[config.mk]
export PLATFORM = sky130hd
export DESIGN_NAME = preemptive_priority_run_queue_unit
export DESIGN_NICKNAME = d
export VERILOG_FILES = /design/src/rtl/pprq_pkg.sv /design/src/rtl/preemptive_priority_run_queue_unit.sv
export SDC_FILE = /design/constraint.sdc
export NUM_CORES = 1
export LEC_CHECK = 0
export ABC_AREA = 1
export BUFFER_PORTS_ARGS = -buffer_cell sky130_fd_sc_hd__buf_2
export CORE_MARGIN = 5
export CORE_UTILIZATION = 40
export CTS_CLUSTER_SIZE = 14
export DETAILED_ROUTE_END_ITERATION = 7
export PLACE_DENSITY = 0.56
export SYNTH_ARGS = -nofsm -noshare
export SYNTH_HDL_FRONTEND = slang
export SYNTH_SLANG_ARGS = --single-unit
[constraint.sdc]
create_clock -name clk -period 8.4 [get_ports clk]
set_clock_uncertainty 0.05 [all_clocks]
set_input_delay 2.52 -clock clk [delete_from_list [all_inputs] [get_ports clk]]
set_output_delay 2.52 -clock clk [all_outputs]
set_load 0.01 [all_outputs]
[src/rtl/pprq_pkg.sv]
// ----------------------------------------------------------------------------
// pprq_pkg: shared types and constants for the preemptive priority run queue
// Holds the default queue depth, the result status codes, the transaction kinds
// and the layout of one queue entry.
// ----------------------------------------------------------------------------
package pprq_pkg;

	localparam int unsigned QueueDepthDefault = 10;

	typedef enum logic [2:0] {
		ST_QUEUED      = 3'd0,
		ST_DROP_FULL   = 3'd1,
		ST_DROP_ZERO   = 3'd2,
		ST_FINISHED    = 3'd3,
		ST_FINISH_EMPTY = 3'd4
	} status_t;

	typedef enum logic {
		KIND_ARRIVAL = 1'b0,
		KIND_FINISH  = 1'b1
	} kind_t;

	typedef struct packed {
		logic [7:0] tag;
		logic [7:0] prec;
	} entry_t;

endpackage

[src/rtl/preemptive_priority_run_queue_unit.sv]
// ----------------------------------------------------------------------------
// preemptive_priority_run_queue_unit: sorted run queue with preemption
// Keeps up to QUEUE_DEPTH jobs ordered by precedence; the front job runs.
// ----------------------------------------------------------------------------
// One transaction in, one result transaction out. Arrivals that are dropped,
// that land on an empty queue or that preempt the running job go straight to
// the result state, as does a finish event with at most one job held; an
// arrival that sorts in behind the running job walks the queue from its tail
// with a single precedence comparator, one entry per cycle, moving each entry
// it passes up one place and then writing the job into the gap; a finish
// event with two or more jobs held shifts the remaining count-1 entries down
// one place, one per cycle, through the single-port-write, single-port-read
// queue memory. The result state presents the result, and the block takes no
// new transaction until that result has been taken. A preempting arrival
// simply overwrites the front entry: the discarded job and its replacement
// occupy the same slot, so the count does not change. The queue memory needs
// no clearing after reset; only entries below the count are ever read.
// ----------------------------------------------------------------------------
module preemptive_priority_run_queue_unit
	import pprq_pkg::*;
#(
	parameter int unsigned QUEUE_DEPTH = QueueDepthDefault
) (
	input  logic       clk,
	input  logic       arst_n,
	input  logic       in_valid,
	output logic       in_ready,
	input  logic       kind,
	input  logic [7:0] job_tag,
	input  logic [7:0] job_precedence,
	output logic       out_valid,
	input  logic       out_ready,
	output logic [2:0] status,
	output logic       preempted,
	output logic       running_valid,
	output logic [7:0] running_tag,
	output logic [7:0] running_precedence,
	output logic [3:0] queue_count
);

	localparam int unsigned AW = $clog2(QUEUE_DEPTH);
	localparam int unsigned CW = $clog2(QUEUE_DEPTH + 1);

	typedef enum logic [3:0] {
		S_IDLE = 4'b0001,
		S_INS  = 4'b0010,
		S_FIN  = 4'b0100,
		S_OUT  = 4'b1000
	} state_t;

	// Queue storage: one write and one registered read per cycle
	entry_t mem [QUEUE_DEPTH];
	entry_t rd_q;

	state_t        state_q, state_d;
	logic [CW-1:0] count_q, count_d;
	logic [AW-1:0] idx_q, idx_d;
	entry_t        front_q, front_d;
	entry_t        new_q, new_d;
	status_t       status_q, status_d;
	logic          preempted_q, preempted_d;

	logic          wr_en;
	logic [AW-1:0] wr_addr;
	entry_t        wr_data;
	logic [AW-1:0] rd_addr;

	logic          q_empty;
	logic          q_full;
	logic [AW-1:0] last_idx;
	entry_t        arrival;

	// Shared precedence comparator: the front against the arrival when idle,
	// the entry just read against the held job while walking
	logic [7:0]    cmp_held;
	logic [7:0]    cmp_new;
	logic          cmp_lower;

	assign q_empty  = (count_q == '0);
	assign q_full   = (count_q == CW'(QUEUE_DEPTH));
	assign last_idx = AW'(count_q - 1'b1);
	assign arrival  = '{tag: job_tag, prec: job_precedence};

	assign cmp_held  = (state_q == S_INS) ? rd_q.prec  : front_q.prec;
	assign cmp_new   = (state_q == S_INS) ? new_q.prec : job_precedence;
	assign cmp_lower = (cmp_held < cmp_new);

	assign in_ready = (state_q == S_IDLE);

	always_comb begin
		state_d     = state_q;
		count_d     = count_q;
		idx_d       = idx_q;
		front_d     = front_q;
		new_d       = new_q;
		status_d    = status_q;
		preempted_d = preempted_q;
		wr_en       = 1'b0;
		wr_addr     = '0;
		wr_data     = new_q;
		rd_addr     = '0;
		unique case (state_q)
			S_IDLE: begin
				if (in_valid) begin
					new_d       = arrival;
					preempted_d = 1'b0;
					state_d     = S_OUT;
					if (kind_t'(kind) == KIND_FINISH) begin
						// Remove the running job; shift the rest down if any remain
						if (q_empty) begin
							status_d = ST_FINISH_EMPTY;
						end else if (count_q == CW'(1)) begin
							status_d = ST_FINISHED;
							count_d  = '0;
						end else begin
							status_d = ST_FINISHED;
							rd_addr  = AW'(1);
							idx_d    = AW'(1);
							state_d  = S_FIN;
						end
					end else if (q_full) begin
						status_d = ST_DROP_FULL;
					end else if (job_precedence == '0 && !q_empty) begin
						status_d = ST_DROP_ZERO;
					end else if (q_empty) begin
						status_d = ST_QUEUED;
						wr_en    = 1'b1;
						wr_data  = arrival;
						front_d  = arrival;
						count_d  = CW'(1);
					end else if (cmp_lower) begin
						// Overwrite the running job in place
						status_d    = ST_QUEUED;
						preempted_d = 1'b1;
						wr_en       = 1'b1;
						wr_data     = arrival;
						front_d     = arrival;
					end else begin
						// Walk from the tail; the front always stops the walk
						status_d = ST_QUEUED;
						rd_addr  = last_idx;
						idx_d    = last_idx;
						state_d  = S_INS;
					end
				end
			end
			S_INS: begin
				wr_en   = 1'b1;
				wr_addr = AW'(idx_q + 1'b1);
				if (cmp_lower) begin
					// Advance: move this entry up one place and read the next lower
					wr_data = rd_q;
					rd_addr = AW'(idx_q - 1'b1);
					idx_d   = AW'(idx_q - 1'b1);
				end else begin
					wr_data = new_q;
					count_d = CW'(count_q + 1'b1);
					state_d = S_OUT;
				end
			end
			S_FIN: begin
				wr_en   = 1'b1;
				wr_addr = AW'(idx_q - 1'b1);
				wr_data = rd_q;
				if (idx_q == AW'(1)) begin
					front_d = rd_q;
				end
				if (idx_q == last_idx) begin
					count_d = CW'(count_q - 1'b1);
					state_d = S_OUT;
				end else begin
					rd_addr = AW'(idx_q + 1'b1);
					idx_d   = AW'(idx_q + 1'b1);
				end
			end
			S_OUT: begin
				if (out_ready) begin
					state_d = S_IDLE;
				end
			end
			default: begin
				state_d = S_IDLE;
			end
		endcase
	end

	always_ff @(posedge clk) begin
		if (wr_en) begin
			mem[wr_addr] <= wr_data;
		end
		rd_q <= mem[rd_addr];
	end

	always_ff @(posedge clk or negedge arst_n) begin
		if (!arst_n) begin
			state_q <= S_IDLE;
			count_q <= '0;
		end else begin
			state_q <= state_d;
			count_q <= count_d;
		end
	end

	always_ff @(posedge clk) begin
		idx_q       <= idx_d;
		front_q     <= front_d;
		new_q       <= new_d;
		status_q    <= status_d;
		preempted_q <= preempted_d;
	end

	logic [CW+3:0] count_wide;
	assign count_wide = {4'b0, count_q};

	assign out_valid          = (state_q == S_OUT);
	assign status             = status_q;
	assign preempted          = preempted_q;
	assign running_valid      = !q_empty;
	assign running_tag        = q_empty ? 8'd0 : front_q.tag;
	assign running_precedence = q_empty ? 8'd0 : front_q.prec;
	assign queue_count        = count_wide[3:0];

endmodule

==> flow_summary.ini, run 1 <==
[sta]
finalSetupViolCount = 0
fin_crit_ns = 6.297
worst_pin_slew_ns = 1.175
setup_tns_ns = 0
slew_headroom_pct = 21.33
report.final.hold_viol_count = 0
slew_viol_final = 0
max_freq_mhz = 158.8
finalCritPeriodShare_pct = 74.96
rsz0062_at_grt = false

[critical_path]
startpoint = job_precedence[6]
required_ns = 8.77
r2r_end = rd_q[14]
crit-reg2reg-launch = state_q[2]
setup.worst_path.start_class = primary input
r2r_cells = 18
crit_arrival_ns = 6.66
cp-end-kind = flip-flop
critPathKind = in2reg
rrSetupSlack_ns = 2.92
critPathMaxFanout = 50

[power_and_ir_drop]
p_leak_nw = 5.226
pwr-share-comb_pct = 38.9
p_switching_w = 0.001906
power.density_nw_per_um2 = 396.1
vdd_drop_max_v = 0.0001688
power.share.sequential_pct = 38.7
clock_power_share_pct = 22.3
swShare_pct = 39.44
internal-power_w = 0.002927

[die]
die_h_um = 174.3
dieWidth_um = 174.3
num_rows = 60
initial_core_util_pct = 40.28
design.die.area_sq_um = 30370
core_area_sq_um = 26800
io_pins = 48

[route]
vias_per_cell = 5.221
drc_errors = 0
drt_iter0_markers = 774
totalWireLength_mm = 27.38
vias = 7968
drtAntennaViolNets = 0
wl_per_cell_um = 17.94
firstDrtPassIters = 7

[synth]
netlist_top_cells_area = edfxtp_1 (56%), nand3_1 (8.5%), inv_1 (6.9%), nand2_1 (6.5%), dfxtp_1 (3.0%)
synth_flop_cell = edfxtp_1
yosysWarnings = 0
synth_cell_type_count = 45
syn_inst = 1125
synth.top_cell.area_share_pct = 55.63
async_reset_ff_share_pct = 3.571
yosysTopAreaCell = edfxtp_1
synth_seq_cells = 224
synth_edf_count = 200
synth_most_common_cell = edfxtp_1
synth.top_cells.by_count = edfxtp_1 (200), inv_1 (199), nand2_1 (188)
syn-num-nets = 1160
synthesis.area_sq_um = 10800
seq_area_frac_synth_pct = 60.47
syn_avg_cell_area_sq_um = 9.596

[grt]
grt_overflow = 0
grt_max_degree = 51
antenna_found_initial = 0
grt_first_pass_wirelength_mm = 42.99
grt_usage_pct = 17.75
grt_pass1_vias = 7617

[worst_hold_path]
worstHoldStart = mem[9][9]
min_to = rd_q[9]
hold_depth = 2
hold_path.class = reg2reg

[clocking]
cts_setup_buffers = 0
cts.repair.resized = 0
cts_buffer_depth = 3
path_clk_slew_ns = 0.06
cts.sinks = 224
ctsHoldBuffers = 0
clkLatencyLatePin_ns = 0.52
tritoncts = yes
htreeDepth = 1
cts_buffers = 24
cts-root-buf = clkbuf_16

[place]
gp_congestion = 0.8319
io_buffers = 47
hpwl_mm = 16.97

[run_status]
outcome = completed

[finish]
fillers = 2553
area_growth_pct = 13.02
antennaDiodeCount = 0
drive_gt1_share_pct = 12.74
multi_input_area_sq_um = 3261
fin_util_pct = 45.52
final_nets = 1202
seq_area_sq_um = 6528

[job]
cap_violations = 0
## layout make-up
type                       count  share of cell area (%)
tap                          341                   3.497
sequential                   224                   53.50
inverter                     214                   6.584
clock buffer                  34                   5.558
timing repair buffer          65                   3.036
clock inverter                10                   1.097
multi-input combinational    638                   26.73
## worst max-delay path, stage by stage
cell     delay, ns
buf_2         0.13
inv_1         0.06
nand2_1       0.06
o21ai_0       0.10
ha_1          0.32
nand2_1       0.06
nor2_1        0.15
nand2_1       0.10
nand3_1       0.19
nand2_2       0.09
nand2_2       0.82
nand3_4       0.79
inv_2         0.76
nand2_1       0.13
nand3_1       0.10
nand3_1       0.08
nand3_1       0.10
nand2_1       0.05
## worst max path at each step
| stage | endpoint | slack, ns | depth (start not counted) |
|---|---|---|---|
| 2_1_floorplan | mem[0][0] | 2.62 | 13 |
| 3_3_place_gp | rd_q[0] | 1.57 | 18 |
| 3_5_place_dp | rd_q[14] | 1.47 | 18 |
| 4_1_cts | rd_q[14] | 2.02 | 18 |
| 5_1_grt | rd_q[14] | 1.70 | 18 |
| 6_report | rd_q[14] | 2.10 | 18 |
## per-layer routing
layer  vias to the layer above  track usage, %  part of all wire [%]
met4                         0           3.992                   1.7
met3                        43           2.827                   6.7
met1                      3798           24.94                    46
li1                       3846               -                     -
met2                       281           29.19                    46
met5                         -               0                     0
## stage by stage
stage | std cells | hold slack [ns] | total power (W) | instance area (sq um) | worst slack, ns
after global placement | 1482 | 0.4016 | 0.003754 | 11390 | 1.573
after global routing | 1526 | 0.4479 | 0.005154 | 12200 | 1.695
final | 1526 | 0.4136 | 0.004833 | 12200 | 2.103
after floorplan | 1125 | 0.3881 | 0.003143 | 10800 | 2.624
after detailed placement | 1482 | 0.4045 | 0.003781 | 11390 | 1.470
after CTS | 1526 | 0.4182 | 0.004868 | 12200 | 2.025
## sequential cells by signal (all words and copies together) (netlist names)
register,count
mem,160
front_q,16
new_q,16
rd_q,16
idx_q,4
queue_count,4
state_q,4
status,3
preempted,1
## cell usage in the layout (no fill, tap or decap), drive strengths merged
cell type,synthesis,layout
clkinv,0,7
nor4,3,3
nand3,188,188
o32ai,1,1
inv,214,214
bufinv,0,3
xor2,4,4
buf,32,65
a21oi,21,21
o22ai,3,3
dfxtp,16,16
or2,2,2
a22oi,11,11
edfxtp,200,200
nand2,196,196
o2111ai,2,2
dfrtp,7,7
o221ai,2,2
clkbuf,17,34
xnor2,3,3
nor2,84,84
o211ai,6,6
a211oi,2,2
nand4,4,4
a221oi,11,11
a31oi,4,4
o21ai,71,71
o31ai,1,1
ha,14,14
dfstp,1,1
nor3,5,5
## cell families after synthesis
group	share of synthesized area, %
fa+ha+maj	1.623
xor+xnor	0.7072
compound gates	7.534
flops	60.47
buf+inv	9.747
simple gates	19.92
## power by group through the flow
stage / logic [W] / clock network [W] / registers (W)
3_5_place_dp: 0.00189 / 0 / 0.00189
6_report: 0.00188 / 0.00108 / 0.00187
3_3_place_gp: 0.00186 / 0 / 0.00189
2_1_floorplan: 0.00129 / 0 / 0.00185
5_1_grt: 0.00211 / 0.00115 / 0.00190
4_1_cts: 0.00189 / 0.00110 / 0.00187
Note: power is estimated with default switching activity, not from simulation.
==> run 2: changes to the inputs <==
- clock period: 8.4 -> 6.3 ns (I/O delays scaled with it)
==> run 2 against run 1 <==
  * Worst setup slack worse by 0.71 ns
  * Cell count is 0.72% higher
  * Final area is 0.50% higher
  * Critical path depth is 4 lower
  * Combinational power is 36% higher
  * Clock power is 31% higher
  * First-iteration DRC count is 13% lower
  * Die area stayed put
  * Count of clock-buffer cells in the layout stayed put
  * Critical endpoint is now mem[5][15]
==> flow_summary.ini, run 2 (synthesis gave the netlist of run 1 again) <==
[critical_path]
required_ns = 6.42
critPathMaxFanout = 12
setup.worst_path.start_class = primary input
slowest_delay_ns = 0.82
crit_chain = buf_2 > inv_1 > nand2_1 > o21ai_0 > ha_1 > a21oi_1 > nor2_1 > a211oi_1 > nand2_2 > nand2_1 > nand2_1 > inv_1 > nand3_1 > a31oi_1
critPathKind = in2reg
rrSetupSlack_ns = 1.63
cpMaxStageDelayCell = a31oi_1
critPathTopFamily = compound AO/OA/AOI/OAI gates
path_buf_inv = 3
timing.critical_path.mode_cell = nand2_1
cp-end-kind = flip-flop
crit_arrival_ns = 5.03

[finish]
top_register = mem
final_nets = 1212
largest_register_ffs = 160
final_common_cell = edfxtp_1
drive_gt1_share_pct = 13.29
finalNonFillerCells = 1537
fin_area_sq_um = 12260
final_cell_mix = edfxtp_1 (200), inv_1 (199), nand2_1 (188), nand3_1 (184), nor2_1 (72)
antennaDiodeCount = 0
area_growth_pct = 13.58
fillers = 2589

[place]
hpwl_mm = 17.39
io_buffers = 47
dp_slack_ns = 0.9452
placed_cells = 1491
gp_congestion = 0.8381
placed_area_sq_um = 11460

[power_and_ir_drop]
power.density_nw_per_um2 = 526.7
vdd_drop_max_v = 0.0002077
clock_power_share_pct = 21.9
power.share.sequential_pct = 38.5
internal-power_w = 0.003914
p_leak_nw = 5.268
swShare_pct = 39.40
pwr-share-comb_pct = 39.6
p_switching_w = 0.002544

[route]
drc_errors = 0
drt_iter0_markers = 673
vias_per_cell = 5.130
wl_per_cell_um = 18.49
totalWireLength_mm = 28.41
vias = 7885
drtAntennaViolNets = 0
firstDrtPassIters = 5

[sta]
rsz0062_at_grt = false
finalSetupViolCount = 0
finalWorstSetupSlack_ns = 1.396
whs_ns = 0.4075
max_freq_mhz = 203.9
slew_viol_final = 0
slew_headroom_pct = 33.36
finalCritPeriodShare_pct = 77.84
report.final.hold_viol_count = 0
fin_crit_ns = 4.904
setup_tns_ns = 0
worst_pin_slew_ns = 0.9949

[grt]
grt_max_degree = 49
grt_overflow = 0
grt_pass1_vias = 7532
grt_usage_pct = 18.49
antenna_found_initial = 0
grt_first_pass_wirelength_mm = 44.41

[clocking]
ctsHoldBuffers = 0
cts-root-buf = clkbuf_16
cts.sinks = 224
cts_buffers = 25
path_clk_slew_ns = 0.06
cts.repair.resized = 0
htreeDepth = 1
cts_setup_buffers = 0
cts_buffer_depth = 3
tritoncts = yes
clkLatencyLatePin_ns = 0.52

[die]
die_h_um = 174.3
io_pins = 48
dieWidth_um = 174.3
num_rows = 60
core_area_sq_um = 26800
initial_core_util_pct = 40.28
design.die.area_sq_um = 30370

[run_status]
outcome = completed

[job]
cap_violations = 0

[worst_hold_path]
hold_path.class = reg2reg
run 2: cell count changes in the layout (fill, tap and decap cells not counted):
cell	delta
clkbuf_16	+1
clkinv_8	-1
clkinv_2	-1
buf_4	+9
inv_6	+1
clkinv_1	+4
clkbuf_1	-1
bufinv_16	-1
run 2: cell type report:
class	instances	area (sq um)	area share [%]
Clock buffer	34	699.4	5.704
Clock inverter	12	106.4	0.8673
Inverter	214	803.3	6.551
Multi-Input combinational cell	638	3261	26.59
Sequential cell	224	6528	53.23
Tap cell	341	426.7	3.480
Timing Repair Buffer	74	437.9	3.571
run 2: final timing paths:
path	startpoint	endpoint	depth (start not counted)
min in group asynchronous	arst_n	queue_count[3]	1
worst max register to register	state_q[3]	mem[5][15]	15
worst min-delay path	mem[9][9]	rd_q[9]	2
worst max-delay path	job_precedence[5]	mem[5][15]	14
max in group asynchronous	arst_n	state_q[0]	1
worst min register to register	mem[9][9]	rd_q[9]	2
run 2: layer usage:
metal / global-route usage, % / part of all wire (%) / up-vias
li1: - / - / 3858
met5: 0 / 0 / -
met4: 3.926 / 2.1 / 0
met2: 29.76 / 45 / 246
met1: 26.81 / 46 / 3732
met3: 2.653 / 6.4 / 49
run 2: power by group through the flow:
stage | clock network (W) | registers (W) | logic [W]
floorplan | 0 | 0.00246 | 0.00173
global placement | 0 | 0.00251 | 0.00254
detailed placement | 0 | 0.00251 | 0.00256
CTS | 0.00145 | 0.00248 | 0.00257
global route | 0.00152 | 0.00252 | 0.00287
finish | 0.00142 | 0.00248 | 0.00256
run 2: per-stage QoR:
step / total power (W) / util [%]
after global placement: 0.005046 / 42.75
after CTS: 0.006502 / 45.75
final: 0.006458 / 45.75
after floorplan: 0.004191 / -
after global routing: 0.006907 / 45.75
after detailed placement: 0.005070 / 42.75
run 2: tightest hold or removal path, cell delays in order (launching register included):
cell and delay (ns):
edfxtp_1 0.32, o21ai_1 0.06, nand2_1 0.05
